<file path="config.mk">
export PLATFORM = sky130hd
export DESIGN_NAME = touch_frame_decoder_top
export DESIGN_NICKNAME = d
export VERILOG_FILES = /design/src/rtl/tfd_pkg.sv /design/src/rtl/tfd_ram.sv /design/src/rtl/tfd_frame.sv /design/src/rtl/tfd_report.sv /design/src/rtl/touch_frame_decoder_top.sv
export SDC_FILE = /design/constraint.sdc
export NUM_CORES = 2
export LEC_CHECK = 0
export ABC_AREA = 1
export CORE_ASPECT_RATIO = 1.5
export CORE_MARGIN = 5
export CORE_UTILIZATION = 40
export CTS_CLUSTER_DIAMETER = 200
export CTS_CLUSTER_SIZE = 20
export DETAILED_ROUTE_END_ITERATION = 8
export DONT_BUFFER_PORTS = 1
export PLACE_DENSITY_LB_ADDON = 0.08
export SLEW_MARGIN = 40
export SYNTH_ARGS = -nofsm -noshare
export SYNTH_HDL_FRONTEND = slang
export SYNTH_SLANG_ARGS = --single-unit
</file>
<file path="constraint.sdc">
create_clock -name clock -period 5.6 [get_ports clock]
set_input_delay 1.12 -clock clock [delete_from_list [all_inputs] [get_ports clock]]
set_output_delay 1.12 -clock clock [all_outputs]
set_load 0.03 [all_outputs]
</file>
<file path="src/rtl/tfd_pkg.sv">
package tfd_pkg;

   // Frame layout
   localparam int FRAME_BYTES = 56;
   localparam int FRAME_AW    = 6;               // byte offset inside one frame buffer
   localparam int RAM_AW      = FRAME_AW + 1;    // bank bit on top of the offset
   localparam int RAM_DEPTH   = 1 << RAM_AW;
   localparam int BYTE_W      = 8;
   localparam logic [FRAME_AW-1:0] COUNT_POS = FRAME_AW'(52);
   localparam logic [FRAME_AW-1:0] LAST_POS  = FRAME_AW'(FRAME_BYTES - 1);

   localparam int FINGERS_DEF = 10;

   // Field widths
   localparam int KIND_W  = 2;
   localparam int SLOT_W  = 4;
   localparam int COORD_W = 13;
   localparam int LIFT_W  = 10;
   localparam int RAW_W   = 16;

   // Config port
   localparam int CSR_AW = 4;
   localparam int CSR_DW = 32;

   localparam logic [1:0] CSR_MAX_X      = 2'd0;
   localparam logic [1:0] CSR_MAX_Y      = 2'd1;
   localparam logic [1:0] CSR_LIFT_TICKS = 2'd2;

   localparam logic [COORD_W-1:0] MAX_X_RST      = COORD_W'(1600);
   localparam logic [COORD_W-1:0] MAX_Y_RST      = COORD_W'(2560);
   localparam logic [LIFT_W-1:0]  LIFT_TICKS_RST = LIFT_W'(80);

   typedef enum logic [KIND_W-1:0] {
      KIND_BYTE = 2'd0,
      KIND_END  = 2'd1,
      KIND_TICK = 2'd2,
      KIND_NONE = 2'd3
   } kind_type;

   // Frame assembler status seen by the report sequencer
   typedef struct packed {
      logic have_good;
      logic good_bank;
   } frame_stat_type;

   // Commands from the input channel to the report sequencer
   typedef struct packed {
      logic start;   // burst end with a good frame on hand
      logic tick;
      logic bank;    // bank holding the good frame
   } rpt_cmd_type;

   typedef struct packed {
      logic [COORD_W-1:0] max_x;
      logic [COORD_W-1:0] max_y;
      logic [LIFT_W-1:0]  lift_ticks;
   } cfg_type;

   typedef struct packed {
      logic [SLOT_W-1:0]  slot;
      logic               down;
      logic [COORD_W-1:0] x;
      logic [COORD_W-1:0] y;
      logic               last;
   } rsp_type;

endpackage

</file>
<file path="src/rtl/tfd_ram.sv">
module tfd_ram #(
   parameter int WIDTH = 8,
   parameter int DEPTH = 128
) (
   input  logic                     clock,
   input  logic                     wr_en,
   input  logic [$clog2(DEPTH)-1:0] wr_addr,
   input  logic [WIDTH-1:0]         wr_data,
   input  logic                     rd_en,
   input  logic [$clog2(DEPTH)-1:0] rd_addr,
   output logic [WIDTH-1:0]         rd_data
);

   logic [WIDTH-1:0] mem_ff [DEPTH];
   logic [WIDTH-1:0] rd_data_ff;

   always_ff @(posedge clock) begin
      if (wr_en) begin
         mem_ff[wr_addr] <= wr_data;
      end
      if (rd_en) begin
         rd_data_ff <= mem_ff[rd_addr];
      end
   end

   assign rd_data = rd_data_ff;

endmodule

</file>
<file path="src/rtl/tfd_frame.sv">
module tfd_frame (
   input  logic                        clock,
   input  logic                        reset,
   input  logic                        byte_en,
   input  logic [tfd_pkg::BYTE_W-1:0]  byte_data,
   input  logic                        burst_end,
   output logic                        wr_en,
   output logic [tfd_pkg::RAM_AW-1:0]  wr_addr,
   output logic [tfd_pkg::BYTE_W-1:0]  wr_data,
   output tfd_pkg::frame_stat_type     stat
);
   import tfd_pkg::*;

   // Two frame buffers; a good frame is kept by swapping banks, not copying.
   logic [FRAME_AW-1:0] idx_ff, idx_in;
   logic [BYTE_W-1:0]   sum_ff, sum_in;
   logic                saw_ff, saw_in;
   logic                work_bank_ff, work_bank_in;
   logic                good_bank_ff, good_bank_in;
   logic                have_good_ff, have_good_in;
   logic [BYTE_W-1:0]   sum_next;
   logic                saw_next;

   assign sum_next = sum_ff + byte_data;
   assign saw_next = saw_ff | (byte_data != 8'hff);

   always_comb begin
      idx_in       = idx_ff;
      sum_in       = sum_ff;
      saw_in       = saw_ff;
      work_bank_in = work_bank_ff;
      good_bank_in = good_bank_ff;
      have_good_in = have_good_ff;
      if (byte_en) begin
         if (idx_ff == LAST_POS) begin
            idx_in = '0;
            sum_in = '0;
            saw_in = 1'b0;
            if (saw_next && (sum_next == '0)) begin
               good_bank_in = work_bank_ff;
               work_bank_in = ~work_bank_ff;
               have_good_in = 1'b1;
            end
         end else begin
            idx_in = idx_ff + 1'b1;
            sum_in = sum_next;
            saw_in = saw_next;
         end
      end else if (burst_end) begin
         idx_in       = '0;
         sum_in       = '0;
         saw_in       = 1'b0;
         have_good_in = 1'b0;
      end
   end

   always_ff @(posedge clock) begin
      if (reset) begin
         idx_ff       <= '0;
         sum_ff       <= '0;
         saw_ff       <= 1'b0;
         work_bank_ff <= 1'b0;
         good_bank_ff <= 1'b1;
         have_good_ff <= 1'b0;
      end else begin
         idx_ff       <= idx_in;
         sum_ff       <= sum_in;
         saw_ff       <= saw_in;
         work_bank_ff <= work_bank_in;
         good_bank_ff <= good_bank_in;
         have_good_ff <= have_good_in;
      end
   end

   assign wr_en          = byte_en;
   assign wr_addr        = {work_bank_ff, idx_ff};
   assign wr_data        = byte_data;
   assign stat.have_good = have_good_ff;
   assign stat.good_bank = good_bank_ff;

endmodule

</file>
<file path="src/rtl/tfd_report.sv">
module tfd_report #(
   parameter int FINGERS = tfd_pkg::FINGERS_DEF
) (
   input  logic                        clock,
   input  logic                        reset,
   input  tfd_pkg::rpt_cmd_type        cmd,
   input  tfd_pkg::cfg_type            cfg,
   output logic                        idle,
   output logic                        rd_en,
   output logic [tfd_pkg::RAM_AW-1:0]  rd_addr,
   input  logic [tfd_pkg::BYTE_W-1:0]  rd_data,
   output logic                        rsp_valid,
   input  logic                        rsp_ready,
   output tfd_pkg::rsp_type            rsp
);
   import tfd_pkg::*;

   typedef enum logic [2:0] {
      ST_IDLE,
      ST_COUNT,
      ST_SLOT,
      ST_FETCH,
      ST_EMIT,
      ST_RELEASE
   } state_type;

   localparam logic [SLOT_W-1:0] LAST_SLOT = SLOT_W'(FINGERS - 1);
   localparam logic [SLOT_W-1:0] MAX_N     = SLOT_W'(FINGERS);

   state_type            state_ff, state_in;
   logic                 bank_ff, bank_in;
   logic [SLOT_W-1:0]    slot_ff, slot_in;
   logic [2:0]           k_ff, k_in;
   logic [2*RAW_W-1:0]   raw_ff, raw_in;
   logic                 use_raw_ff, use_raw_in;
   logic [SLOT_W-1:0]    n_ff, n_in;
   logic [SLOT_W-1:0]    active_ff, active_in;
   logic                 any_ff, any_in;
   logic                 fingers_ff, fingers_in;
   logic                 streak_ff, streak_in;
   logic                 armed_ff, armed_in;
   logic [LIFT_W-1:0]    lcount_ff, lcount_in;
   logic                 rsp_valid_ff, rsp_valid_in;
   rsp_type              rsp_ff, rsp_in;

   logic                 out_free;
   logic [LIFT_W-1:0]    lcount_next;
   logic [SLOT_W-1:0]    nib;
   logic [SLOT_W-1:0]    count;
   logic [RAW_W-1:0]     rx, ry;
   logic                 ok;

   assign out_free    = !rsp_valid_ff || rsp_ready;
   assign lcount_next = (lcount_ff == '1) ? lcount_ff : lcount_ff + 1'b1;

   // point count: 0xff means none, else low nibble capped at FINGERS
   assign nib   = (rd_data == 8'hff) ? '0 : rd_data[SLOT_W-1:0];
   assign count = (nib > MAX_N) ? MAX_N : nib;

   assign rx = raw_ff[2*RAW_W-1:RAW_W];
   assign ry = raw_ff[RAW_W-1:0];
   assign ok = use_raw_ff && (rx != 16'hffff) && (ry != 16'hffff)
               && (rx[RAW_W-1:3] <= cfg.max_x) && (ry[RAW_W-1:3] <= cfg.max_y);

   always_comb begin
      rd_en   = 1'b0;
      rd_addr = {cmd.bank, COUNT_POS};
      case (state_ff)
         ST_IDLE: begin
            rd_en = cmd.start;
         end
         ST_FETCH: begin
            rd_en   = (k_ff < 3'd4);
            rd_addr = {bank_ff, slot_ff, k_ff[1:0]};
         end
         default: begin
            rd_en = 1'b0;
         end
      endcase
   end

   always_comb begin
      state_in     = state_ff;
      bank_in      = bank_ff;
      slot_in      = slot_ff;
      k_in         = k_ff;
      raw_in       = raw_ff;
      use_raw_in   = use_raw_ff;
      n_in         = n_ff;
      active_in    = active_ff;
      any_in       = any_ff;
      fingers_in   = fingers_ff;
      streak_in    = streak_ff;
      armed_in     = armed_ff;
      lcount_in    = lcount_ff;
      rsp_valid_in = rsp_valid_ff && !rsp_ready;
      rsp_in       = rsp_ff;
      case (state_ff)
         ST_IDLE: begin
            if (cmd.start) begin
               bank_in  = cmd.bank;
               state_in = ST_COUNT;
            end else if (cmd.tick && armed_ff) begin
               lcount_in = lcount_next;
               if (lcount_next >= cfg.lift_ticks) begin
                  armed_in = 1'b0;
                  if (fingers_ff) begin
                     slot_in  = '0;
                     state_in = ST_RELEASE;
                  end
               end
            end
         end
         ST_COUNT: begin
            if (count == '0) begin
               if (fingers_ff && !streak_ff) begin
                  streak_in = 1'b1;
                  lcount_in = '0;
                  armed_in  = 1'b1;
                  state_in  = ST_IDLE;
               end else begin
                  armed_in = 1'b0;
                  slot_in  = '0;
                  state_in = fingers_ff ? ST_RELEASE : ST_IDLE;
               end
            end else begin
               streak_in = 1'b0;
               n_in      = count;
               active_in = '0;
               any_in    = 1'b0;
               slot_in   = '0;
               state_in  = ST_SLOT;
            end
         end
         ST_SLOT: begin
            k_in = '0;
            if (active_ff < n_ff) begin
               use_raw_in = 1'b1;
               state_in   = ST_FETCH;
            end else begin
               use_raw_in = 1'b0;
               state_in   = ST_EMIT;
            end
         end
         ST_FETCH: begin
            if (k_ff != '0) begin
               raw_in = {raw_ff[2*RAW_W-BYTE_W-1:0], rd_data};
            end
            k_in = k_ff + 1'b1;
            if (k_ff == 3'd4) begin
               state_in = ST_EMIT;
            end
         end
         ST_EMIT: begin
            if (out_free) begin
               rsp_valid_in = 1'b1;
               rsp_in.slot  = slot_ff;
               rsp_in.down  = ok;
               rsp_in.x     = ok ? rx[RAW_W-1:3] : '0;
               rsp_in.y     = ok ? ry[RAW_W-1:3] : '0;
               rsp_in.last  = (slot_ff == LAST_SLOT);
               if (ok) begin
                  active_in = active_ff + 1'b1;
                  any_in    = 1'b1;
               end
               if (slot_ff == LAST_SLOT) begin
                  fingers_in = any_ff || ok;
                  armed_in   = any_ff || ok;
                  if (any_ff || ok) begin
                     lcount_in = '0;
                  end
                  state_in = ST_IDLE;
               end else begin
                  slot_in  = slot_ff + 1'b1;
                  state_in = ST_SLOT;
               end
            end
         end
         ST_RELEASE: begin
            if (out_free) begin
               rsp_valid_in = 1'b1;
               rsp_in.slot  = slot_ff;
               rsp_in.down  = 1'b0;
               rsp_in.x     = '0;
               rsp_in.y     = '0;
               rsp_in.last  = (slot_ff == LAST_SLOT);
               if (slot_ff == LAST_SLOT) begin
                  fingers_in = 1'b0;
                  streak_in  = 1'b0;
                  state_in   = ST_IDLE;
               end else begin
                  slot_in = slot_ff + 1'b1;
               end
            end
         end
         default: begin
            state_in = ST_IDLE;
         end
      endcase
   end

   always_ff @(posedge clock) begin
      if (reset) begin
         state_ff     <= ST_IDLE;
         bank_ff      <= 1'b0;
         slot_ff      <= '0;
         k_ff         <= '0;
         raw_ff       <= '0;
         use_raw_ff   <= 1'b0;
         n_ff         <= '0;
         active_ff    <= '0;
         any_ff       <= 1'b0;
         fingers_ff   <= 1'b0;
         streak_ff    <= 1'b0;
         armed_ff     <= 1'b0;
         lcount_ff    <= '0;
         rsp_valid_ff <= 1'b0;
         rsp_ff       <= '0;
      end else begin
         state_ff     <= state_in;
         bank_ff      <= bank_in;
         slot_ff      <= slot_in;
         k_ff         <= k_in;
         raw_ff       <= raw_in;
         use_raw_ff   <= use_raw_in;
         n_ff         <= n_in;
         active_ff    <= active_in;
         any_ff       <= any_in;
         fingers_ff   <= fingers_in;
         streak_ff    <= streak_in;
         armed_ff     <= armed_in;
         lcount_ff    <= lcount_in;
         rsp_valid_ff <= rsp_valid_in;
         rsp_ff       <= rsp_in;
      end
   end

   assign idle      = (state_ff == ST_IDLE);
   assign rsp_valid = rsp_valid_ff;
   assign rsp       = rsp_ff;

endmodule

</file>
<file path="src/rtl/touch_frame_decoder_top.sv">
// Touch frame decoder. Event bytes (req_tuser = byte) are written one per
// cycle, while the report sequencer is idle, into a 128 x 8 frame memory
// split in two 64-byte banks that each hold a 56-byte frame; a complete
// frame that is not all 0xff and sums to zero mod 256 becomes the good frame
// by a bank swap. A burst end with a good frame reads it back through the
// single read port and, if it holds points, sends one transfer per finger
// slot on rsp; a second empty frame or the lift timer (counted in tick
// items) releases every slot. Rate: bytes and ticks are taken one per
// cycle, back to back, while the sequencer is idle. A report holds req_tready
// low while it reads the count byte, fetches the four coordinate bytes of
// each slot that needs them, one byte per cycle, and emits each slot,
// stalling on rsp; a release holds it low too. The result register lets the
// last transfer of a report wait while the next input item is taken.
module touch_frame_decoder_top #(
   parameter int FINGERS = tfd_pkg::FINGERS_DEF
) (
   input  logic                        clock,
   input  logic                        reset,
   // input channel
   input  logic                        req_tvalid,
   output logic                        req_tready,
   input  logic [7:0]                  req_tdata,   // [7:0] data
   input  logic [tfd_pkg::KIND_W-1:0]  req_tuser,   // [1:0] kind
   // result channel
   output logic                        rsp_tvalid,
   input  logic                        rsp_tready,
   output logic [31:0]                 rsp_tdata,   // [3:0] slot, [4] down,
                                                    // [17:5] x, [30:18] y
   output logic                        rsp_tlast,
   // config port
   input  logic                        csr_psel,
   input  logic                        csr_penable,
   input  logic                        csr_pwrite,
   input  logic [tfd_pkg::CSR_AW-1:0]  csr_paddr,
   input  logic [tfd_pkg::CSR_DW-1:0]  csr_pwdata,
   output logic [tfd_pkg::CSR_DW-1:0]  csr_prdata,
   output logic                        csr_pready
);
   import tfd_pkg::*;

   logic                accept;
   kind_type            kind;
   logic                byte_en;
   logic                burst_end;
   logic                tick;
   frame_stat_type      stat;
   rpt_cmd_type         cmd;
   cfg_type             cfg_ff, cfg_in;
   logic                csr_wr;
   logic                rpt_idle;
   logic                wr_en;
   logic [RAM_AW-1:0]   wr_addr;
   logic [BYTE_W-1:0]   wr_data;
   logic                rd_en;
   logic [RAM_AW-1:0]   rd_addr;
   logic [BYTE_W-1:0]   rd_data;
   rsp_type             rsp;

   // --- input decode: one transfer per item, taken only while the report sequencer is idle
   assign req_tready = rpt_idle;
   assign accept     = req_tvalid && req_tready;
   assign kind       = kind_type'(req_tuser);
   assign byte_en    = accept && (kind == KIND_BYTE);
   assign burst_end  = accept && (kind == KIND_END);
   assign tick       = accept && (kind == KIND_TICK);

   // report only when the burst produced a good frame
   assign cmd.start = burst_end && stat.have_good;
   assign cmd.tick  = tick;
   assign cmd.bank  = stat.good_bank;

   // --- config registers
   assign csr_pready = 1'b1;
   assign csr_wr     = csr_psel && csr_penable && csr_pwrite && csr_pready;

   always_comb begin
      cfg_in = cfg_ff;
      if (csr_wr) begin
         case (csr_paddr[3:2])
            CSR_MAX_X:      cfg_in.max_x      = csr_pwdata[COORD_W-1:0];
            CSR_MAX_Y:      cfg_in.max_y      = csr_pwdata[COORD_W-1:0];
            CSR_LIFT_TICKS: cfg_in.lift_ticks = csr_pwdata[LIFT_W-1:0];
            default:        cfg_in            = cfg_ff;
         endcase
      end
   end

   always_ff @(posedge clock) begin
      if (reset) begin
         cfg_ff.max_x      <= MAX_X_RST;
         cfg_ff.max_y      <= MAX_Y_RST;
         cfg_ff.lift_ticks <= LIFT_TICKS_RST;
      end else begin
         cfg_ff <= cfg_in;
      end
   end

   always_comb begin
      case (csr_paddr[3:2])
         CSR_MAX_X:      csr_prdata = CSR_DW'(cfg_ff.max_x);
         CSR_MAX_Y:      csr_prdata = CSR_DW'(cfg_ff.max_y);
         CSR_LIFT_TICKS: csr_prdata = CSR_DW'(cfg_ff.lift_ticks);
         default:        csr_prdata = '0;
      endcase
   end

   // --- frame assembly (write side of the frame memory)
   tfd_frame u_frame (
      .clock     (clock),
      .reset     (reset),
      .byte_en   (byte_en),
      .byte_data (req_tdata),
      .burst_end (burst_end),
      .wr_en     (wr_en),
      .wr_addr   (wr_addr),
      .wr_data   (wr_data),
      .stat      (stat)
   );

   // --- frame memory: two banks, one write and one registered read port
   tfd_ram #(
      .WIDTH (BYTE_W),
      .DEPTH (RAM_DEPTH)
   ) u_ram (
      .clock   (clock),
      .wr_en   (wr_en),
      .wr_addr (wr_addr),
      .wr_data (wr_data),
      .rd_en   (rd_en),
      .rd_addr (rd_addr),
      .rd_data (rd_data)
   );

   // --- report sequencer, lift timer and result register
   tfd_report #(
      .FINGERS (FINGERS)
   ) u_report (
      .clock     (clock),
      .reset     (reset),
      .cmd       (cmd),
      .cfg       (cfg_ff),
      .idle      (rpt_idle),
      .rd_en     (rd_en),
      .rd_addr   (rd_addr),
      .rd_data   (rd_data),
      .rsp_valid (rsp_tvalid),
      .rsp_ready (rsp_tready),
      .rsp       (rsp)
   );

   assign rsp_tdata = {1'b0, rsp.y, rsp.x, rsp.down, rsp.slot};
   assign rsp_tlast = rsp.last;

endmodule
</file>
* After elaboration in Yosys (flattened, before gate mapping)
Memories as Yosys holds them, arrays and structs flattened. A register that Yosys moved wholly into a read port is not among the register bits.
Cells that the tools add are included.
** Operators by class
- Bitwise gates (word level) :: 3
- Divide/modulo/power cells :: 0
- Order comparisons :: 6
- Muxes and demuxes :: 82
- Shifts and indexed selects :: 0
- Reduce and logical (&&, ||, !) cells :: 50
- Equal/unequal tests :: 40
- Multipliers :: 0
- $add $sub $neg :: 6
** Operator list (count)
- 10-bit two-way mux :: 8
- 32-bit two-way mux :: 2
- 32-bit one-hot mux with 2 select lines :: 1
- 4-bit two-way mux :: 13
- 13-bit one-hot mux with 3 select lines :: 1
- 3-bit two-way mux :: 12
- 16-bit != test, second input constant :: 2
- 2-bit by 1-bit != test with 1-bit output, second input constant :: 15
- 10-bit one-hot mux with 3 select lines :: 1
- 13-bit <= comparator :: 2
- 13-bit two-way mux :: 2
- 1-bit two-way mux :: 25
- 8-bit two-way mux :: 3
- 6-bit two-way mux :: 3
- 3-bit one-hot mux with 6 select lines :: 1
- 8-bit AND reduction :: 2
- 1-bit logical AND :: 15
- 7-bit AND reduction :: 2
- 4-bit one-hot mux with 3 select lines :: 1
- 2-bit AND reduction :: 6
- 10-bit by 1-bit adder with 10-bit output, second input constant :: 1
- 10-bit == test, second input constant :: 1
- 10-bit greater-or-equal comparator :: 1
- 2-bit nonzero test :: 5
- other kinds (38) :: 62
** Storage, ports and cells
- Latch bits :: 0
- Flip-flop bits (word level) :: 153
- Output and inout bits :: 68
- Memories kept :: 1
- Memory bits (writable) :: 1024
- Memory bits (read-only) :: 0
- Word-level logic and storage cells :: 216
** Memories
- u_ram.mem_ff :: depth 128, bits a word 8, read ports 1, clocked after memory_dff 1, write ports 1, RTL line tfd_ram.sv:14 : logic [WIDTH-1:0] mem_ff [DEPTH];

* Longest topological paths before layout
- Depth after elaboration :: 10
- Depth in mapped cells :: 17

* Modules after synthesis
A second synthesis with hierarchy kept.
** Second synthesis, totals
- Cells, all modules :: 4862
- Area, all modules :: 50873.8 um2
** Modules (own cells, without submodules)
- tfd_ram :: area each 42184.2 um2, cells an instance 3575, instances 1
- tfd_report :: area each 5539.1 um2, cells an instance 810, instances 1
- touch_frame_decoder_top :: area each 1905.6 um2, cells an instance 291, instances 1
- tfd_frame :: area each 1244.9 um2, cells an instance 186, instances 1

* Worst setup path before layout
OpenSTA, ideal clock, no wires.
- Kind :: input to output
- Start point :: input port csr_paddr[2] (netlist name)
- End point :: output port csr_prdata[3] (netlist name)
- Path buffers :: 1
- Path slack :: 2429 ps
- Data required time :: 4480 ps
- Cell stages on the path :: 4
- Arrival time :: 2051 ps
- Cells stage by stage :: nor2_1 > inv_1 > clkbuf_1 > o221ai_1
** Between the ends
- Cells in the longest elaborated chain, start to end :: 2
- Elaborated cells on any way between the ends :: 4
- Classes of those cells :: eq/ne (2); mux (1); reduce/logical (1)
** RTL lines
- start, declared :: RTL line touch_frame_decoder_top.sv:34 : input logic [tfd_pkg::CSR_AW-1:0] csr_paddr,
- 2-bit == test, or another cell as far along :: RTL line touch_frame_decoder_top.sv:99 : case (csr_paddr[3:2])
- 13-bit one-hot mux with 3 select lines * :: RTL line touch_frame_decoder_top.sv:99
- end, declared :: RTL line touch_frame_decoder_top.sv:36 : output logic [tfd_pkg::CSR_DW-1:0] csr_prdata,
Mark *: on every way between the ends. The rest lies on a longest branch, timed or not.

* Worst setup path in the final report
- Start point :: register u_report.k_ff[0]
- End point :: register u_ram.rd_data_ff[6], in the netlist u_ram.rd_data[6], read port of u_ram.mem_ff (data pin)
** Between the ends
- Cells in the longest elaborated chain, start to end :: 2
- Elaborated cells on any way between the ends :: 3
- Classes of those cells :: order compare (1); mux (2)
** RTL lines
- start, declared :: RTL line tfd_report.sv:33 : logic [2:0] k_ff, k_in;
- start signal, assigned :: RTL line tfd_report.sv:223 : k_ff <= k_in;
- 3-bit less-than comparator :: RTL line tfd_report.sv:73 : rd_en = (k_ff < 3'd4);
- 1-bit one-hot mux with 2 select lines :: RTL line tfd_report.sv:68 : case (state_ff)
- end, declared :: RTL line tfd_ram.sv:15 : logic [WIDTH-1:0] rd_data_ff;
Several ways; a longest one is shown, not always the timed one.
A chain may end at the register's enable or synchronous reset.

==> results.toml <==
[synthesis]
synth_top_area_share_pct = 58.14
synth-seq-cells = 1185
synth_ff_type = "edfxtp_1"
synth_cell_type_count = 46
synth_area_um2 = 53300
ys_top_cells_by_count = "nand2_1, edfxtp_1, nand3_1"
synthTopCellsByArea = "edfxtp_1, nand3_1, nand2_1"
synth.most_common_cell = "nand2_1"
synth-async-reset-ratio_pct = 0
yosysSeqAreaShare_pct = 63.88
syn_inst = 5444
synth_warnings = 0
synth_top_area_cell = "edfxtp_1"
syn_area_per_cell_um2 = 9.791
synth_edf_count = 1032

[clocking]
cts_tree = "built"
root_buffer = "clkbuf_16"
cts_setup_buffers = 0
cts.clk_slew.worst_paths_ps = 90
cts_hold_buffers = 0
ctsResizeCount = 0
htree_num_levels = 3
cts_buffer_depth = 3
cts_buffers = 69
cts_sinks = 1185
clock_latency_ps = 680

[layout]
drive_gt1_share_pct = 4.672
num-nets-final = 5455
multi_input_area_um2 = 14640
area_growth_pct = 7.253
n_antenna_cell = 0
layout.area.seq_um2 = 34060
fillers = 12730

[timing]
fin_setup_tns_ps = 0
period_share_pct = 69.61
fin_hold_ws_ps = 463.3
relSlewSlack_pct = 40.49
hold_viol = 0
rsz0062_at_grt = "no"
worst_slew_pin_slew_ps = 892.6
setup_viol = 0
min_period_ps = 3898
skew_ps = 30.85
fmax_mhz = 256.5
fin_ws_ps = 1702
final_max_slew_viol_count = 0

[worst_setup_path]
required_ps = 6030
path_max_fanout = 96
crit_path_start_kind = "flip-flop"
arrival_ps = 4330
crit_type = "flip-flop to flip-flop"
end_kind = "flip-flop"

[die]
ios = 121
core-area_um2 = 132800
die_h_um = 457.1
start_util_pct = 40.15
die_x_um = 308.1
fp.dieArea_um2 = 140800
rows = 164

[power]
ir_drop_mv = 0.3067
p_leak_nw = 22.88
power.density_nw_per_um2 = 276.2

[detailed_routing]
remaining_drc_errors = 0
wl_per_cell_um = 21.10
wirelength_um = 150100
first_iter_violations = 2676
postRouteAntennaNets = 0
vias = 35770
vias_per_cell = 5.027
firstDrtPassIters = 7

[min_path]
holdCritPathClass = "flip-flop to flip-flop"

[global_route]
grt_pass1_wl_um = 222900
grt_usage_pct = 20.89
grt-ovfl-total = 0
grt_pass1_vias = 34740
antenna_found_initial = 0
grt_max_degree = 171

[placed_design]
pre_cts_ws_ps = 1372
gp_congestion = 0.8050
io_buffer_count = 0
dp_hpwl_um = 88780

[run]
max-cap-violations = 0

[status]
status = "finished, final reports clean"
## report_power, final
| part | internal (W) | switching (W) | leakage [nW] |
|---|---|---|---|
| registers | 0.00964 | 0.0000971 | 10.5 |
| logic | 0.000243 | 0.000603 | 11.5 |
| clock network | 0.00234 | 0.00287 | 0.914 |
## per-stage QoR
step	utilization (%)	cell area [um^2]	cells	power (W)
detailed placement	41.59	55220	7018	0.01080
CTS	43.01	57100	7114	0.01600
global placement	41.56	55180	7018	0.01079
finish	43.06	57170	7116	0.01579
floorplan	-	53370	5463	0.01059
global route	43.06	57170	7116	0.01639
## placed cells by master, fill, tap and decap left out, drive strengths merged, types with 94 or more instances in the layout
master | Yosys | layout
a21oi | 164 | 164
edfxtp | 1032 | 1032
buf | 223 | 124
nand3 | 1031 | 1031
o21ai | 95 | 95
inv | 872 | 874
nor2 | 226 | 226
dfxtp | 153 | 153
clkbuf | 87 | 94
nand2 | 1295 | 1295
## kinds of logic after synthesis
kind of cell,count (synthesis),synth area share [%]
xor+xnor,13,0.2136
other cells,2,0.01409
fa+ha+maj,54,1.282
compound gates,324,3.378
flops,1185,63.88
simple gates,2683,22.28
buf+inv,1183,8.946
## worst max-delay path: stages, from the launching register on
cell and delay [ps]:
dfxtp_4 800, nand4_4 490, inv_8 620, buf_12 410, nand2_1 100, nand3_1 80, nand3_1 100, nand3_1 230
nand3_1 280, nand3_1 210, nand2_1 70, nand2_1 60, nand2_1 90
## state kept, by name, indices dropped and copies added (netlist names), 3 cells and up
| register | flops |
|---|---|
| u_report.active_ff | 4 |
| u_frame.idx_ff | 6 |
| u_report.state_ff | 3 |
| u_frame.sum_ff | 8 |
| u_report.raw_ff | 32 |
| u_report.lcount_ff | 10 |
| u_report.n_ff | 4 |
| u_ram.rd_data | 8 |
| u_report.slot_ff | 4 |
| u_ram.mem_ff | 1024 |
| u_report.k_ff | 3 |
| u_report.rsp | 32 |
| cfg_ff | 36 |
## area by class of cell
cell class / count / share of cell area (%)
Sequential cell: 1185 / 59.57
Multi-Input combinational cell: 3095 / 25.60
Inverter: 873 / 5.765
Tap cell: 1743 / 3.815
Clock buffer: 94 / 3.259
Timing Repair Buffer: 124 / 1.946
Clock inverter: 2 / 0.04377
## metal layers
layer / up-vias / track usage (%) / share of wire (%)
li1: 17670 / - / -
met1: 17120 / 25.28 / 40
met2: 776 / 38.36 / 53
met3: 199 / 2.071 / 3.9
met4: 0 / 7.721 / 3.8
met5: - / 0 / 0
## worst paths after layout
kind	start	endpoint	slack, ps	cells past startpoint
min	u_report.n_ff[3]	u_report.n_ff[3]	460	2
max	u_report.k_ff[0]	u_ram.rd_data[6]	1700	12
min reg2reg	u_report.n_ff[3]	u_report.n_ff[3]	460	2
max reg2reg	u_report.k_ff[0]	u_ram.rd_data[6]	1700	12
Note: power is estimated with default switching activity, not from simulation.
